**src/sv/modexp_pkg.sv**
```systemverilog
// Shared types and constants of the modular exponentiation unit.
`default_nettype none

package modexp_pkg;

    localparam int CFG_INDEX_WIDTH = 2;

    localparam logic [CFG_INDEX_WIDTH-1:0] REG_MODULUS  = 2'd0;
    localparam logic [CFG_INDEX_WIDTH-1:0] REG_EXPONENT = 2'd1;

    typedef enum logic [8:0] {
        ST_IDLE    = 9'b000000001,
        ST_CHECK   = 9'b000000010,
        ST_REDUCE  = 9'b000000100,
        ST_SCAN    = 9'b000001000,
        ST_STEP    = 9'b000010000,
        ST_SQ_WAIT = 9'b000100000,
        ST_MU_WAIT = 9'b001000000,
        ST_NEXT    = 9'b010000000,
        ST_DONE    = 9'b100000000
    } state_t;

    typedef enum logic [1:0] {
        OP_REDUCE,
        OP_SQUARE,
        OP_MULT
    } op_t;

    typedef struct packed {
        logic load;
        logic mul_go;
        op_t  op;
        logic acc_from_b;
        logic acc_from_prod;
        logic b_from_prod;
        logic shift_e;
    } cmd_t;

    typedef struct packed {
        logic exp_zero;
        logic e_msb;
        logic mul_done;
    } status_t;

endpackage

`default_nettype wire

```
**src/sv/modexp_mulmod.sv**
```systemverilog
// Interleaved shift-add modular multiplier, one multiplier bit per cycle.
`default_nettype none

module modexp_mulmod #(
    parameter int OPERAND_WIDTH = 32
) (
    input  wire logic                     clk,
    input  wire logic                     rst_n,
    input  wire logic                     go,
    input  wire logic [OPERAND_WIDTH-1:0] a,
    input  wire logic [OPERAND_WIDTH-1:0] b,
    input  wire logic [OPERAND_WIDTH-1:0] m,
    output logic                          done,
    output logic [OPERAND_WIDTH-1:0]      product
);

    localparam int CNT_W = $clog2(OPERAND_WIDTH);

    logic                     active_reg;
    logic                     done_reg;
    logic [CNT_W-1:0]         cnt_reg;
    logic [OPERAND_WIDTH-1:0] acc_reg;
    logic [OPERAND_WIDTH-1:0] a_reg;
    logic [OPERAND_WIDTH-1:0] mpl_reg;

    logic [OPERAND_WIDTH:0]   mod_ext;
    logic [OPERAND_WIDTH:0]   dbl;
    logic [OPERAND_WIDTH-1:0] red1;
    logic [OPERAND_WIDTH:0]   sum2;
    logic [OPERAND_WIDTH-1:0] red2;
    logic [OPERAND_WIDTH-1:0] acc_next;

    // zero modulus stands for 2^OPERAND_WIDTH
    always_comb
    begin
        mod_ext = {(m == '0), m};
        dbl     = {1'b0, acc_reg} + {1'b0, acc_reg};
        red1    = (dbl >= mod_ext) ? OPERAND_WIDTH'(dbl - mod_ext) : dbl[OPERAND_WIDTH-1:0];
        sum2    = {1'b0, red1} + {1'b0, a_reg};
        red2    = (sum2 >= mod_ext) ? OPERAND_WIDTH'(sum2 - mod_ext) : sum2[OPERAND_WIDTH-1:0];
        acc_next = mpl_reg[OPERAND_WIDTH-1] ? red2 : red1;
    end

    always_ff @(posedge clk or negedge rst_n)
    begin
        if (!rst_n)
        begin
            active_reg <= 1'b0;
            done_reg   <= 1'b0;
        end
        else if (go)
        begin
            active_reg <= 1'b1;
            done_reg   <= 1'b0;
        end
        else if (active_reg)
        begin
            if (cnt_reg == '0)
            begin
                active_reg <= 1'b0;
                done_reg   <= 1'b1;
            end
        end
        else
        begin
            done_reg <= 1'b0;
        end
    end

    always_ff @(posedge clk)
    begin
        if (go)
        begin
            acc_reg <= '0;
            a_reg   <= a;
            mpl_reg <= b;
            cnt_reg <= CNT_W'(OPERAND_WIDTH - 1);
        end
        else if (active_reg)
        begin
            acc_reg <= acc_next;
            mpl_reg <= {mpl_reg[OPERAND_WIDTH-2:0], 1'b0};
            cnt_reg <= cnt_reg - 1'b1;
        end
    end

    assign done    = done_reg;
    assign product = acc_reg;

`ifndef SYNTHESIS
    a_go_idle: assert property (@(posedge clk) disable iff (!rst_n) go |-> !active_reg)
        else $error("multiply started while busy");
    a_done_after_run: assert property (@(posedge clk) disable iff (!rst_n)
        done_reg |-> $past(active_reg))
        else $error("multiply done without a run");
`endif

endmodule

`default_nettype wire

```
**src/sv/modexp_dp.sv**
```systemverilog
// Datapath: operand registers, exponent shifter and the modular multiplier.
`default_nettype none

module modexp_dp #(
    parameter int OPERAND_WIDTH = 32
) (
    input  wire logic                     clk,
    input  wire logic                     rst_n,
    input  wire modexp_pkg::cmd_t         cmd,
    input  wire logic [OPERAND_WIDTH-1:0] modulus,
    input  wire logic [OPERAND_WIDTH-1:0] exponent,
    input  wire logic [OPERAND_WIDTH-1:0] base,
    output modexp_pkg::status_t           status,
    output logic [OPERAND_WIDTH-1:0]      power_result
);

    import modexp_pkg::*;

    logic [OPERAND_WIDTH-1:0] acc_reg;
    logic [OPERAND_WIDTH-1:0] b_reg;
    logic [OPERAND_WIDTH-1:0] e_reg;
    logic [OPERAND_WIDTH-1:0] mul_a;
    logic [OPERAND_WIDTH-1:0] mul_b;
    logic [OPERAND_WIDTH-1:0] prod;
    logic                     mul_done;

    always_comb
    begin
        unique case (cmd.op)
            OP_REDUCE:
            begin
                mul_a = OPERAND_WIDTH'(1);
                mul_b = b_reg;
            end
            OP_SQUARE:
            begin
                mul_a = acc_reg;
                mul_b = acc_reg;
            end
            OP_MULT:
            begin
                // take the square straight from the multiplier as it finishes
                mul_a = prod;
                mul_b = b_reg;
            end
            default:
            begin
                mul_a = acc_reg;
                mul_b = b_reg;
            end
        endcase
    end

    modexp_mulmod #(
        .OPERAND_WIDTH(OPERAND_WIDTH)
    ) u_mulmod (
        .clk    (clk),
        .rst_n  (rst_n),
        .go     (cmd.mul_go),
        .a      (mul_a),
        .b      (mul_b),
        .m      (modulus),
        .done   (mul_done),
        .product(prod)
    );

    always_ff @(posedge clk)
    begin
        if (cmd.load)
        begin
            acc_reg <= OPERAND_WIDTH'(1);
            b_reg   <= base;
            e_reg   <= exponent;
        end
        else
        begin
            if (cmd.acc_from_b)
                acc_reg <= b_reg;
            else if (cmd.acc_from_prod)
                acc_reg <= prod;
            if (cmd.b_from_prod)
                b_reg <= prod;
            if (cmd.shift_e)
                e_reg <= {e_reg[OPERAND_WIDTH-2:0], 1'b0};
        end
    end

    assign status.exp_zero = (e_reg == '0);
    assign status.e_msb    = e_reg[OPERAND_WIDTH-1];
    assign status.mul_done = mul_done;
    assign power_result    = acc_reg;

endmodule

`default_nettype wire

```
**src/sv/modexp_ctrl.sv**
```systemverilog
// Controller: sequences reduction, exponent scan and square-and-multiply steps.
`default_nettype none

module modexp_ctrl #(
    parameter int OPERAND_WIDTH = 32
) (
    input  wire logic                clk,
    input  wire logic                rst_n,
    input  wire logic                start,
    input  wire modexp_pkg::status_t status,
    output modexp_pkg::cmd_t         cmd,
    output logic                     busy,
    output logic                     done
);

    import modexp_pkg::*;

    localparam int CNT_W = $clog2(OPERAND_WIDTH);

    state_t           state_reg;
    state_t           state_next;
    logic [CNT_W-1:0] cnt_reg;
    logic [CNT_W-1:0] cnt_next;

    always_comb
    begin
        state_next = state_reg;
        cnt_next   = cnt_reg;
        cmd        = '0;
        cmd.op     = OP_REDUCE;
        unique case (state_reg)
            ST_IDLE:
            begin
                if (start)
                begin
                    cmd.load   = 1'b1;
                    cnt_next   = CNT_W'(OPERAND_WIDTH - 1);
                    state_next = ST_CHECK;
                end
            end
            ST_CHECK:
            begin
                if (status.exp_zero)
                    state_next = ST_DONE;
                else
                begin
                    cmd.mul_go = 1'b1;
                    cmd.op     = OP_REDUCE;
                    state_next = ST_REDUCE;
                end
            end
            ST_REDUCE:
            begin
                if (status.mul_done)
                begin
                    cmd.b_from_prod = 1'b1;
                    state_next      = ST_SCAN;
                end
            end
            ST_SCAN:
            begin
                cmd.shift_e = 1'b1;
                if (status.e_msb)
                begin
                    cmd.acc_from_b = 1'b1;
                    if (cnt_reg == '0)
                        state_next = ST_DONE;
                    else
                    begin
                        cnt_next   = cnt_reg - 1'b1;
                        state_next = ST_STEP;
                    end
                end
                else
                    cnt_next = cnt_reg - 1'b1;
            end
            ST_STEP:
            begin
                cmd.mul_go = 1'b1;
                cmd.op     = OP_SQUARE;
                state_next = ST_SQ_WAIT;
            end
            ST_SQ_WAIT:
            begin
                cmd.op = OP_SQUARE;
                if (status.mul_done)
                begin
                    cmd.acc_from_prod = 1'b1;
                    if (status.e_msb)
                    begin
                        cmd.mul_go = 1'b1;
                        cmd.op     = OP_MULT;
                        state_next = ST_MU_WAIT;
                    end
                    else
                        state_next = ST_NEXT;
                end
            end
            ST_MU_WAIT:
            begin
                cmd.op = OP_MULT;
                if (status.mul_done)
                begin
                    cmd.acc_from_prod = 1'b1;
                    state_next        = ST_NEXT;
                end
            end
            ST_NEXT:
            begin
                cmd.shift_e = 1'b1;
                if (cnt_reg == '0)
                    state_next = ST_DONE;
                else
                begin
                    cnt_next   = cnt_reg - 1'b1;
                    state_next = ST_STEP;
                end
            end
            ST_DONE:
            begin
                state_next = ST_IDLE;
            end
            default:
            begin
                state_next = ST_IDLE;
            end
        endcase
    end

    always_ff @(posedge clk or negedge rst_n)
    begin
        if (!rst_n)
        begin
            state_reg <= ST_IDLE;
            cnt_reg   <= '0;
        end
        else
        begin
            state_reg <= state_next;
            cnt_reg   <= cnt_next;
        end
    end

    assign busy = (state_reg != ST_IDLE);
    assign done = (state_reg == ST_DONE);

`ifndef SYNTHESIS
    a_start_takes: assert property (@(posedge clk) disable iff (!rst_n)
        start && !busy |=> busy)
        else $error("item accepted but controller stayed idle");
    a_done_frees: assert property (@(posedge clk) disable iff (!rst_n)
        done |=> !busy && !done)
        else $error("result strobe not followed by idle");
`endif

endmodule

`default_nettype wire

```
**src/sv/modular_exponentiation.sv**
```systemverilog
// Top level of the modular exponentiation unit: configuration registers and core.
//
//   channel  | handshake          | payload
//   ---------+--------------------+--------------------------------------
//   input    | start / busy       | base
//   result   | done (strobe)      | power_result
//   config   | cfg_write          | cfg_index, cfg_data
//
// How long one item keeps busy high grows with the position of the top set bit of the
// exponent; the bit-serial modular multiplier takes most of that time. A zero exponent
// goes from the check state straight to the done state, with no multiply. Reset leaves
// modulus 1, exponent 0. The result is shown for one cycle with done; the receiver
// cannot stall it.
`default_nettype none

module modular_exponentiation #(
    parameter int OPERAND_WIDTH = 32
) (
    input  wire logic                                  clk,
    input  wire logic                                  rst_n,
    input  wire logic                                  start,
    output logic                                       busy,
    input  wire logic [OPERAND_WIDTH-1:0]              base,
    output logic                                       done,
    output logic [OPERAND_WIDTH-1:0]                   power_result,
    input  wire logic                                  cfg_write,
    input  wire logic [modexp_pkg::CFG_INDEX_WIDTH-1:0] cfg_index,
    input  wire logic [OPERAND_WIDTH-1:0]              cfg_data
);

    import modexp_pkg::*;

    logic [OPERAND_WIDTH-1:0] modulus_reg;
    logic [OPERAND_WIDTH-1:0] exponent_reg;
    cmd_t                     cmd;
    status_t                  status;

    always_ff @(posedge clk or negedge rst_n)
    begin
        if (!rst_n)
        begin
            modulus_reg  <= OPERAND_WIDTH'(1);
            exponent_reg <= '0;
        end
        else if (cfg_write)
        begin
            if (cfg_index == REG_MODULUS)
                modulus_reg <= cfg_data;
            else if (cfg_index == REG_EXPONENT)
                exponent_reg <= cfg_data;
        end
    end

    modexp_ctrl #(
        .OPERAND_WIDTH(OPERAND_WIDTH)
    ) u_ctrl (
        .clk   (clk),
        .rst_n (rst_n),
        .start (start),
        .status(status),
        .cmd   (cmd),
        .busy  (busy),
        .done  (done)
    );

    modexp_dp #(
        .OPERAND_WIDTH(OPERAND_WIDTH)
    ) u_dp (
        .clk         (clk),
        .rst_n       (rst_n),
        .cmd         (cmd),
        .modulus     (modulus_reg),
        .exponent    (exponent_reg),
        .base        (base),
        .status      (status),
        .power_result(power_result)
    );

endmodule

`default_nettype wire

```
**config.mk**
```make
export PLATFORM = sky130hd
export DESIGN_NAME = modular_exponentiation
export DESIGN_NICKNAME = d
export VERILOG_FILES = /design/src/sv/modexp_pkg.sv /design/src/sv/modexp_mulmod.sv /design/src/sv/modexp_dp.sv /design/src/sv/modexp_ctrl.sv /design/src/sv/modular_exponentiation.sv
export SDC_FILE = /design/constraint.sdc
export NUM_CORES = 1
export LEC_CHECK = 0
export CAP_MARGIN = 20
export CORE_MARGIN = 5
export CORE_UTILIZATION = 35
export DETAILED_ROUTE_END_ITERATION = 8
export DONT_BUFFER_PORTS = 1
export HOLD_SLACK_MARGIN = 0.08
export SLEW_MARGIN = 15
export SYNTH_ARGS = -nofsm -noshare
export SYNTH_HDL_FRONTEND = slang
export SYNTH_SLANG_ARGS = --single-unit
```
**constraint.sdc**
```tcl
create_clock -name clk -period 8.1 [get_ports clk]
set_clock_uncertainty 0.15 [all_clocks]
set_input_delay 0.405 -clock clk [delete_from_list [all_inputs] [get_ports clk]]
set_output_delay 0.405 -clock clk [all_outputs]
set_load 0.005 [all_outputs]
```
==> flow_summary.json, run 1 <==
{
  "floorplan.initialDensity": 0.3534,
  "final_common_cell": "nand2_1",
  "arrival_ns": 8.15,
  "yosysTopAreaCell": "edfxtp_1",
  "post_drt_wl_per_cell_um": 20.79,
  "grtUsageTotal": 0.1944,
  "async_flop_share": 0.2888,
  "worst_slew_pin_slew_ns": 0.9149,
  "drv_slew": 0,
  "postLayoutCellArea_um2": 21210,
  "syn_to_final_growth_pct": 16.97,
  "die_area_um2": 56460,
  "overflow": 0,
  "dr_total_vias": 15723,
  "cp_num_buf_inv": 2,
  "clock_latency_ns": 0.58,
  "die_w_um": 237.6,
  "clk_pin_slew_worst_paths_ns": 0.07,
  "r2r-start": "modulus_reg[25]",
  "cts_tree": "built",
  "n_antenna_cell": 0,
  "grt_max_degree": 81,
  "final-hold-violation-count": 0,
  "crit_family": "compound AO/OA/AOI/OAI gates",
  "slew_headroom": 0.3901,
  "synth_area_um2": 18130,
  "clk_path_buf_depth": 3,
  "hpwlAfterDp_um": 43300,
  "ys_types": 103,
  "core_um2": 51300,
  "antenna_left": 0,
  "fin_nets": 2261,
  "syn-num-nets": 2164,
  "min_path_type": "in -> reg",
  "clock.fmax_ghz": 0.1278,
  "io_buffer_count": 0,
  "antenna_found_initial": 0,
  "post_dp_cell_area_um2": 19210,
  "ys.flop_type": "edfxtp_1",
  "crit_path_start_kind": "register",
  "hold_start": "start",
  "dieHeight_um": 237.6,
  "critPathMaxFanout": 9,
  "synthTopCellsByArea": "edfxtp_1 (21%), dfrtp_1 (11%), dfxtp_1 (7.6%)",
  "via_per_inst": 5.633,
  "grt_pass1_vias": 15377,
  "drtIter0Drc": 1089,
  "rsz0062_at_grt": "false",
  "critPathKind": "reg -> reg",
  "numCtsBuffers": 31,
  "setup_viol": 0,
  "ys_ff_latch": 277,
  "firstDrtPassIters": 7,
  "slowest_delay_ns": 0.53,
  "wl_um": 58010,
  "syn_inst": 1991,
  "ys_seq_area_frac": 0.3987,
  "cts-root-buf": "clkbuf_16",
  "cp_slowest_cell": "a2111o_1",
  "boundaryPins": 104,
  "drive_above_1_share": 0.1341,
  "reg2reg_slack_ns": 0.28,
  "cap_violations": 0,
  "final_cell_mix": "nand2_1 (360), o21ai_0 (129), nor2_1 (128), edfxtp_1 (128), a21oi_1 (108)",
  "synth_warnings": 0,
  "end_kind": "register",
  "route.detailed.drc": 0,
  "status": "completed",
  "cpMostUsedCell": "a21o_1",
  "synth_edf_count": 128,
  "startpoint": "modulus_reg[25]",
  "timing.final.crit_share": 0.9659,
  "grt_pass1_wl_um": 87840,
  "cp.required_ns": 8.43,
  "finalCriticalPeriod_ns": 7.824,
  "synth_top_area_frac": 0.2120,
  "clock-sinks": 277,
  "globalplace.congestion": 1.010,
  "rows": 83,
  "htreeDepth": 1,
  "syn_area_per_cell_um2": 9.107
}
## what timing repair did
action,in CTS,in global routing
setup buffers,0,6
resized for setup,1,45
pin swaps,0,12
hold endpoints to repair,180,0
hold buffers,67,0
endpoints found under the setup margin,25,32
## area by class of cell
| cell class | instances | area, um2 |
|---|---|---|
| flip-flops and latches | 277 | 7229 |
| well taps | 680 | 850.8 |
| inverters | 73 | 275.3 |
| fillers | 5078 | 30090 |
| repair buffers | 161 | 1410 |
| clock inverters | 17 | 191.4 |
| clock buffers | 39 | 827.0 |
| multi-input cells | 1544 | 10430 |
## metrics by stage
stage | util | setup WS [ns] | setup TNS (ns) | hold WS, ns | std cells
after global placement | 0.3745 | 0.08994 | 0 | -0.03599 | 2662
after floorplan | - | 1.237 | 0 | -0.04059 | 1991
after global routing | 0.4134 | 0.01727 | 0 | 0.1424 | 2791
final | 0.4134 | 0.2761 | 0 | 0.1065 | 2791
after detailed placement | 0.3745 | -0.08178 | -0.2720 | -0.03583 | 2662
after CTS | 0.4079 | 0.03103 | 0 | 0.08756 | 2785
## layer usage
layer,GRT usage,vias to the layer above,share of wire
li1,-,7487,-
met1,0.2368,7681,0.41
met2,0.3503,431,0.50
met3,0.02193,124,0.044
met4,0.07906,0,0.044
met5,0,-,0
## worst reg2reg max path: cells and delay by family (launching register included)
family,cells,cell delay (ns)
buf+inv,2,0.36
fa+ha+maj,3,1.00
flops,1,0.41
compound gates,12,2.95
xor+xnor,1,0.41
simple gates,12,2.44
## synth_stat cells (all sizes together) (29+ instances only)
cell,count
nor2,132
xnor2,49
a211oi,61
nand3,29
dfrtp,78
inv,72
mux2,49
a21o,30
mux2i,73
edfxtp,128
ha,100
a21oi,114
a22o,33
o21ai,141
clkbuf,54
buf,43
nand2,364
dfxtp,69
## worst paths after layout
| check | to | cells after the start |
|---|---|---|
| max | u_dp.u_mulmod.product[30] | 30 |
| min | u_ctrl.cnt_reg[3] | 3 |
| max reg2reg | u_dp.u_mulmod.product[30] | 30 |
| min reg2reg | u_dp.u_mulmod.cnt_reg[4] | 2 |
| max in group asynchronous | exponent_reg[19] | 2 |
| min in group asynchronous | u_ctrl.state_reg[1] | 2 |
## cells by family after synthesis
| logic type | count (synthesis) | synth area share |
|---|---|---|
| flip-flops | 277 | 0.3987 |
| buffers and inverters | 170 | 0.04044 |
| AND/OR/NAND/NOR | 707 | 0.1789 |
| XOR/XNOR | 72 | 0.03478 |
| AO/OA/AOI/OAI | 540 | 0.2042 |
| multiplexers | 122 | 0.07073 |
| adder cells (fa/ha/maj) | 103 | 0.07232 |
Power of run 1 is not shown: default switching activity piles up to over one toggle a cycle in this logic, so the estimate is an artifact.
==> run 2: changes to the inputs <==
--- a/config.mk
+++ b/config.mk
@@ -14,4 +14,5 @@
 export SLEW_MARGIN = 15
 export SYNTH_ARGS = -nofsm -noshare
 export SYNTH_HDL_FRONTEND = slang
+export SYNTH_HIERARCHICAL = 1
 export SYNTH_SLANG_ARGS = --single-unit
==> flow_summary.json, run 2 <==
{
  "postLayoutCellArea_um2": 21880,
  "critPathMaxFanout": 6,
  "htreeDepth": 1,
  "grtUsageTotal": 0.1932,
  "grt_pass1_wl_um": 90540,
  "end_kind": "register",
  "slew_headroom": 0.3842,
  "cap_violations": 0,
  "via_per_inst": 5.732,
  "syn-num-nets": 2018,
  "final-hold-violation-count": 0,
  "arrival_ns": 8.04,
  "hold_start": "start",
  "synthTopCellsByArea": "edfxtp_1 (20%), dfrtp_1 (10%), dfxtp_1 (7.3%)",
  "clock.fmax_ghz": 0.1298,
  "drtIter0Drc": 1288,
  "ys_types": 95,
  "setup_viol": 0,
  "drv_slew": 0,
  "boundaryPins": 104,
  "r2r-start": "modulus_reg[0]",
  "syn_to_final_growth_pct": 15.28,
  "route.detailed.drc": 0,
  "fin_setup_tns_ns": 0,
  "cts-root-buf": "clkbuf_16",
  "ys.flop_type": "edfxtp_1",
  "core_um2": 53810,
  "drive_above_1_share": 0.1775,
  "n_antenna_cell": 0,
  "timing.final.crit_share": 0.9514,
  "clk_pin_slew_worst_paths_ns": 0.06,
  "synth_top_area_frac": 0.2025,
  "ys_ff_latch": 277,
  "globalplace.congestion": 1.010,
  "worst_slew_pin_slew_ns": 0.9188,
  "antenna_left": 0,
  "ys_seq_area_frac": 0.3808,
  "fin_nets": 2126,
  "clk_path_buf_depth": 3,
  "post_dp_cell_area_um2": 20090,
  "async_flop_share": 0.2888,
  "final_cell_mix": "edfxtp_1 (128), nand2_1 (107), nor2_1 (103), a21oi_1 (102), ha_1 (100)",
  "status": "completed",
  "synth_warnings": 6,
  "final_common_cell": "edfxtp_1",
  "die_area_um2": 59000,
  "finalCriticalPeriod_ns": 7.707,
  "synth_most_common_cell": "edfxtp_1",
  "hpwlAfterDp_um": 45930,
  "rows": 85,
  "firstDrtPassIters": 5,
  "wl_um": 60070,
  "dieHeight_um": 242.9,
  "synth_edf_count": 128,
  "yosysTopAreaCell": "edfxtp_1",
  "cp.required_ns": 8.44,
  "dr_total_vias": 15327,
  "crit_path_start_kind": "register",
  "overflow": 0,
  "io_buffer_count": 0,
  "grt_max_degree": 81,
  "fill_cells": 5240,
  "numCtsBuffers": 31,
  "grt_pass1_vias": 15008,
  "ys_top_cells_by_count": "edfxtp_1 (128), nand2_1 (107), nor2_1 (105), a21oi_1 (104), ha_1 (100)",
  "critPathKind": "reg -> reg",
  "syn_inst": 1845,
  "die_w_um": 242.9,
  "clock-sinks": 277,
  "multi_input_area_um2": 10940,
  "startpoint": "modulus_reg[0]",
  "floorplan.initialDensity": 0.3528,
  "clock_latency_ns": 0.60,
  "cts_tree": "built",
  "antenna_found_initial": 0,
  "rsz0062_at_grt": "false",
  "layout.area.seq_um2": 7229,
  "post_drt_wl_per_cell_um": 22.47,
  "synth_area_um2": 18980,
  "syn_area_per_cell_um2": 10.29,
  "min_path_type": "in -> reg"
}
[run 2: cell families (layout without fill, tap and decap cells)]
kind of cell | Yosys count | after routing | synth area share
and+or+nand+nor | 444 | 444 | 0.1192
muxes | 263 | 263 | 0.1652
xor gates and xnor gates | 78 | 78 | 0.03599
AOI/OAI and AO/OA | 499 | 499 | 0.1844
buffers and inverters | 181 | 314 | 0.04535
adders and majority gates | 103 | 103 | 0.06907
DFF | 277 | 277 | 0.3808
[run 2: final cells by class]
class | count | share of cell area
Inverter | 89 | 0.01527
Timing Repair Buffer | 167 | 0.06650
Multi-Input combinational cell | 1387 | 0.5000
Sequential cell | 277 | 0.3304
Clock buffer | 35 | 0.03705
Clock inverter | 23 | 0.01103
Tap cell | 696 | 0.03979
[run 2: critical path, cell delays in order (launching register included)]
cell and delay (ns):
dfstp_2 0.60, inv_1 0.10, fa_1 0.46, a21o_1 0.20, a221oi_2 0.39, a21oi_1 0.27, a221o_1 0.51, xnor2_1 0.35
a21oi_1 0.10, a21o_1 0.18, ha_1 0.29, buf_4 0.17, a21o_1 0.17, a211o_1 0.27, a21oi_1 0.22, a21boi_0 0.28
xnor2_1 0.20, ha_1 0.43, and3_1 0.25, and4_1 0.28, nand4_1 0.15, o41ai_2 0.38, nor3_1 0.11, a21o_1 0.21
nor2_2 0.19, mux2_2 0.37, a221o_1 0.29
[run 2: final timing paths]
| check | to | slack [ns] | depth (start not counted) |
|---|---|---|---|
| min in group asynchronous | u_ctrl/state_reg[6] | 0.19 | 2 |
| setup / recovery | u_dp/u_mulmod/product[9] | 0.39 | 26 |
| hold reg to reg | u_dp/u_mulmod/cnt_reg[4] | 0.35 | 2 |
| setup reg to reg | u_dp/u_mulmod/product[9] | 0.39 | 26 |
| max in group asynchronous | modulus_reg[0] | 7.23 | 2 |
| hold / removal | u_ctrl/state_reg[8] | 0.15 | 4 |
[run 2: metal layers]
layer	global-route usage	vias up	wire, um
met3	0.02123	101	2630
met4	0.05791	0	1903
met5	0	-	0
met1	0.2436	7549	25070
li1	-	7236	-
met2	0.3486	441	30470
[run 2: timing repair]
item                                    CTS  global route
endpoints found under the setup margin    0            32
setup buffers                             0             4
hold buffers                             67             0
resized for setup                         0             7
endpoints found under the hold margin   177             0
[run 2: through the flow]
step / setup slack, ns / util / cells / hold WS, ns
floorplan: 1.068 / - / 1845 / -0.04059
global placement: 0.3028 / 0.3734 / 2545 / -0.03776
detailed placement: 0.2460 / 0.3734 / 2545 / -0.03788
CTS: 0.1803 / 0.4057 / 2670 / 0.1121
global route: 0.01139 / 0.4067 / 2674 / 0.1661
finish: 0.3935 / 0.4067 / 2674 / 0.1458
Power of run 2 is left out for the same reason.
